[src/hdl/radar_measurement_jacobian_core_defines.svh]
// Assertion macros used by the core's RTL.
`ifndef RADAR_MEASUREMENT_JACOBIAN_CORE_DEFINES_SVH
`define RADAR_MEASUREMENT_JACOBIAN_CORE_DEFINES_SVH

// Same-cycle implication, switched off while reset is asserted.
`define RMJ_ASSERT(label, clk, rst_n, ante, cons, msg) \
    label: assert property (@(posedge clk) disable iff (!(rst_n)) (ante) |-> (cons)) \
        else $error(msg);

// Next-cycle implication, also checked across reset.
`define RMJ_ASSERT_NEXT(label, clk, ante, cons, msg) \
    label: assert property (@(posedge clk) (ante) |=> (cons)) else $error(msg);

`endif

[src/hdl/rmj_pkg.sv]
package rmj_pkg;

    localparam int          FRAC_BITS_DEF = 16;
    localparam logic [30:0] LIMIT_RESET   = 31'd7;
    localparam logic [31:0] MAG_CAP       = 32'h8000_0000;
    localparam logic [31:0] POS_MAX       = 32'h7FFF_FFFF;

    // Apply a sign to a magnitude and saturate to the signed 32-bit range.
    function automatic logic [31:0] sign_sat(input logic [31:0] mag, input logic neg);
        logic [31:0] res;
        if (neg) begin
            res = (mag >= MAG_CAP) ? MAG_CAP : (~mag + 32'd1);
        end else begin
            res = (mag >= MAG_CAP) ? POS_MAX : mag;
        end
        return res;
    endfunction

endpackage

[src/hdl/rmj_mul.sv]
module rmj_mul import rmj_pkg::*; #(
    parameter int FRAC_BITS = FRAC_BITS_DEF
) (
    input  logic                   i_clk,
    input  logic                   i_en,
    input  logic [FRAC_BITS:0]     i_ratio,
    input  logic [FRAC_BITS+30:0]  i_k,
    input  logic                   i_ksat,
    input  logic                   i_neg,
    input  logic                   i_zero,
    output logic [31:0]            o_res
);

    localparam int RW = FRAC_BITS + 1;
    localparam int KW = FRAC_BITS + 31;
    localparam int KL = KW / 2;
    localparam int KH = KW - KL;
    localparam int PW = RW + KW;

    logic [RW+KL-1:0] r_pl;
    logic [RW+KH-1:0] r_ph;
    logic             r_sat;
    logic             r_neg;
    logic             r_zero;
    logic [31:0]      r_res;

    logic [PW-1:0]    w_prod;
    logic [KW:0]      w_scaled;
    logic [31:0]      w_mag;
    logic [31:0]      n_res;

    // First stage: two partial products of the ratio with the halves of k.
    always_ff @(posedge i_clk) begin
        if (i_en) begin
            r_pl   <= (RW+KL)'(i_ratio) * (RW+KL)'(i_k[KL-1:0]);
            r_ph   <= (RW+KH)'(i_ratio) * (RW+KH)'(i_k[KW-1:KL]);
            r_sat  <= i_ksat && (i_ratio != '0);
            r_neg  <= i_neg;
            r_zero <= i_zero;
        end
    end

    // Second stage: recombine, drop the fraction, cap and apply the sign.
    always_comb begin
        w_prod   = (PW'(r_ph) << KL) + PW'(r_pl);
        w_scaled = w_prod[PW-1:FRAC_BITS];
        w_mag    = (r_sat || (|w_scaled[KW:31])) ? MAG_CAP : w_scaled[31:0];
        n_res    = r_zero ? 32'd0 : sign_sat(w_mag, r_neg);
    end

    always_ff @(posedge i_clk) begin
        if (i_en) begin
            r_res <= n_res;
        end
    end

    assign o_res = r_res;

endmodule

[config.mk]
export PLATFORM = sky130hd
export DESIGN_NAME = rmj_mul
export DESIGN_NICKNAME = d
export VERILOG_FILES = /design/src/hdl/radar_measurement_jacobian_core_defines.svh /design/src/hdl/rmj_pkg.sv /design/src/hdl/rmj_mul.sv
export SDC_FILE = /design/constraint.sdc
export NUM_CORES = 2
export LEC_CHECK = 0
export ABC_CLOCK_PERIOD_IN_PS = 14800
export BUFFER_PORTS_ARGS = -buffer_cell sky130_fd_sc_hd__buf_4
export CAP_MARGIN = 25
export CORE_MARGIN = 1
export CORE_UTILIZATION = 55
export CTS_CLUSTER_DIAMETER = 100
export DETAILED_ROUTE_END_ITERATION = 10
export HOLD_SLACK_MARGIN = 0.03
export PLACE_DENSITY_LB_ADDON = 0.25
export SLEW_MARGIN = 40
export SYNTH_ARGS = -nofsm -noshare
export SYNTH_HDL_FRONTEND = slang
export SYNTH_SLANG_ARGS = --single-unit
[constraint.sdc]
create_clock -name i_clk -period 14.8 [get_ports i_clk]
set_clock_uncertainty 0.15 [all_clocks]
set_input_delay 1.48 -clock i_clk [delete_from_list [all_inputs] [get_ports i_clk]]
set_output_delay 1.48 -clock i_clk [all_outputs]
set_load 0.005 [all_outputs]
==> impl_metrics.ini <==
[outcome]
status = completed

[setup_path]
slowest_stage = fa_1
critPathArrivalTime_ps = 8310
cp-end-kind = register
start_kind = input port
worstReg2RegStart = r_pl[23]$_DFFE_PP_
crit_chain = buf_4 -> nand2_1 -> fa_1 -> inv_1 -> fa_1 -> inv_1 -> fa_1 -> inv_1 -> fa_1 -> fa_1 -> inv_1 -> fa_1 -> inv_1 -> ha_1 -> a21oi_1 -> o21ai_0 -> a311oi_1 -> a21oi_1 -> nor4b_1 -> nor4_1 -> or3_1 -> a31o_2 -> a21oi_1 -> xnor2_1
r2r-end = o_res[30]$_SDFFCE_PP0P_
cp_slowest_stage_delay_ps = 550
reg2reg_depth = 22
cpMostUsedCell = fa_1
worstPathRequired_ps = 14760
r2r_slack_ps = 8980
crit_type = input port to register
path_max_fanout = 48

[timing]
rsz0062_at_grt = no
slew_viol_final = 0
slew_headroom_pct = 46.97
fin_setup_tns_ps = 0
hold_violations = 0
period_minus_slack_ps = 8351
tightest_slew_ps = 789.7
finalCritPeriodShare_pct = 56.43
finalSetupViolations = 0
fmax_mhz = 119.7

[synthesis]
muxShareOfSynthArea_pct = 0.3562
synth_cell_type_count = 95
synth_compound_area_share_pct = 6.318
synth_top_family_by_area = adder cells
syn_nets = 4430
synthAdderAreaFrac_pct = 51.49
syn_area_mm2 = 0.03091
syn_avg_cell_area_um2 = 8.899
yosys_warnings = 0
ys_ff_latch = 100
ys_seq_area_share_pct = 9.714
synth_simple_gate_area_share_pct = 17.26
postSynth.asyncResetShare_pct = 0
ys.flop_type = edfxtp_1
synth_edf_count = 100
synthCells = 3474
synthXorXnorAreaFrac_pct = 2.651

[cells_and_area]
syn_to_final_growth_pct = 4.638
antennaDiodeCount = 0
nets = 4388
stdcell_count = 4185
drive_gt1_share_pct = 4.713
final_core_util_pct = 58.49

[global_routing]
top_usage_layer = met2
met1_usage_pct = 39.86
antenna_found_initial = 1
overflow = 0
grt_pass1_vias = 23680
met3_usage_pct = 4.134
track_usage_pct = 27.80
grtUsageMet2_pct = 44.86
grt_max_degree = 68
grt_pass1_wl_um = 124200

[floorplan]
dieWidth_um = 239.1
core.rowCount = 86
dieArea_mm2 = 0.05716
fp.dieH_um = 239.1
core-area_mm2 = 0.05531
ios = 101
start_util_pct = 55.89

[drt]
drc = 0
avgRoutedWirePerCell_um = 17.84
routed-via-count = 22740
drt_iter0_drc = 1708
drt-vias-per-instance = 5.434
ant_nets = 0
firstDrtPassIters = 6
drt_wl_total_um = 74670

[hold_path]
hold_end = o_res[0]$_SDFFCE_PP0P_
hold_path_class = register to register
hold_depth = 2
min_from = r_pl[16]$_DFFE_PP_

[place]
dp_hpwl_um = 56150
io_buffers = 100
gp_congestion = 0.8975
placedCellCount = 4169

[clock_tree]
clock-sinks = 100
clock_latency_ps = 350
post_cts_resized = 0
htreeDepth = 3
cts_buffer_depth = 2
numCtsBuffers = 9
ctsHoldBuffers = 0
cts_root_buf = clkbuf_16
clk_pin_slew_worst_paths_ps = 80
cts_tree = yes
postCtsSetupRepairBufs = 0

[job]
maxCapViolCount = 0
==> sequential cells by signal (all words and copies together), names as in the netlist <==
name / count
o_res: 32
r_neg: 1
r_ph: 41
r_pl: 24
r_sat: 1
r_zero: 1
==> layout by cell type (no fill, tap or decap), drive strengths merged, types with 10 or more instances in the layout <==
cell type,n
a21o,25
a21oi,92
a31oi,26
and2,307
and3,13
buf,109
clkbuf,10
edfxtp,100
fa,642
ha,245
inv,839
mux2i,11
nand2,570
nand2b,13
nand3,38
nand4,14
nor2,73
nor2b,12
nor3,19
nor4,12
o21a,12
o21ai,44
xnor2,60
xor2,31
==> how the worst max path moves through the flow <==
stage                     startpoint            endpoint  slack [ps]  cells after the start
final                     i_ratio[2]  r_ph[40]$_DFFE_PP_        6450                     24
after global routing      i_ratio[2]  r_ph[40]$_DFFE_PP_        6130                     24
after CTS                 i_ratio[2]  r_ph[40]$_DFFE_PP_        6510                     24
after detailed placement  i_ratio[2]  r_ph[40]$_DFFE_PP_        6130                     24
after global placement    i_ratio[2]  r_ph[40]$_DFFE_PP_        6190                     24
after floorplan           i_ratio[2]  r_ph[40]$_DFFE_PP_        6760                     26
==> Yosys cell counts, types with 7 or more instances <==
cell type  count  area, um2
inv_1        834       3131
fa_1         642      12850
nand2_1      570       2140
and2_1       307       1921
ha_1         245       3065
clkbuf_1     148      555.5
edfxtp_1     100       3003
a21oi_1       90      450.4
nor2_1        73      274.0
xnor2_1       58      508.0
o21ai_0       38      190.2
nand3_1       37      185.2
xor2_1        30      262.8
a21o_1        25      187.7
a31oi_1       25      156.4
nor3_1        17      85.08
and3_1        13      81.33
nand2b_1      13      81.33
nand4_1       13      81.33
nor2b_1       12      75.07
o21a_1        12      90.09
mux2i_1       11      110.1
nor4_1        10      62.56
o211ai_1       8      60.06
o21bai_1       8      60.06
or3_1          8      50.05
o31ai_1        7      52.55
==> kinds of logic after synthesis <==
kind of cell	Yosys count
AO/OA/AOI/OAI	282
XOR/XNOR	91
buffers and inverters	998
multiplexers	11
adder cells (fa/ha/maj)	887
AND/OR/NAND/NOR	1105
flip-flops	100
==> area by class of cell <==
class                           count  area (um2)
Fill cell                        4898       22960
Timing Repair Buffer              109       829.5
Clock inverter                      6       75.07
Sequential cell                   100        3003
Tap cell                          748       935.9
Inverter                          836        3138
Clock buffer                       10       229.0
Multi-Input combinational cell   2376       24140
==> metal layers <==
layer / vias to the layer above / share of wire (%) / wire length, um
met5: - / 0 / 0
met4: 0 / 1.7 / 1250
met3: 105 / 8.0 / 5991
met2: 869 / 47 / 34770
met1: 11450 / 44 / 32660
li1: 10320 / - / -
==> worst max-delay path: cells and delay by family <==
| family | cells | cell delay, ps |
|---|---|---|
| buf+inv | 6 | 780 |
| xor+xnor | 1 | 80 |
| compound gates | 6 | 1410 |
| fa+ha+maj | 7 | 3340 |
| simple gates | 4 | 1190 |
==> metrics by stage <==
stage               setup WS [ps]  hold WS (ps)  area, um2
finish                       6449         558.5      32350
global route                 6133         601.7      32350
CTS                          6511         574.7      32340
detailed placement           6131         551.8      32040
global placement             6185         523.5      32020
floorplan                    6756         452.4      30910
Power is not shown: default switching activity piles up to over one toggle a cycle in this logic, so the estimate is an artifact.
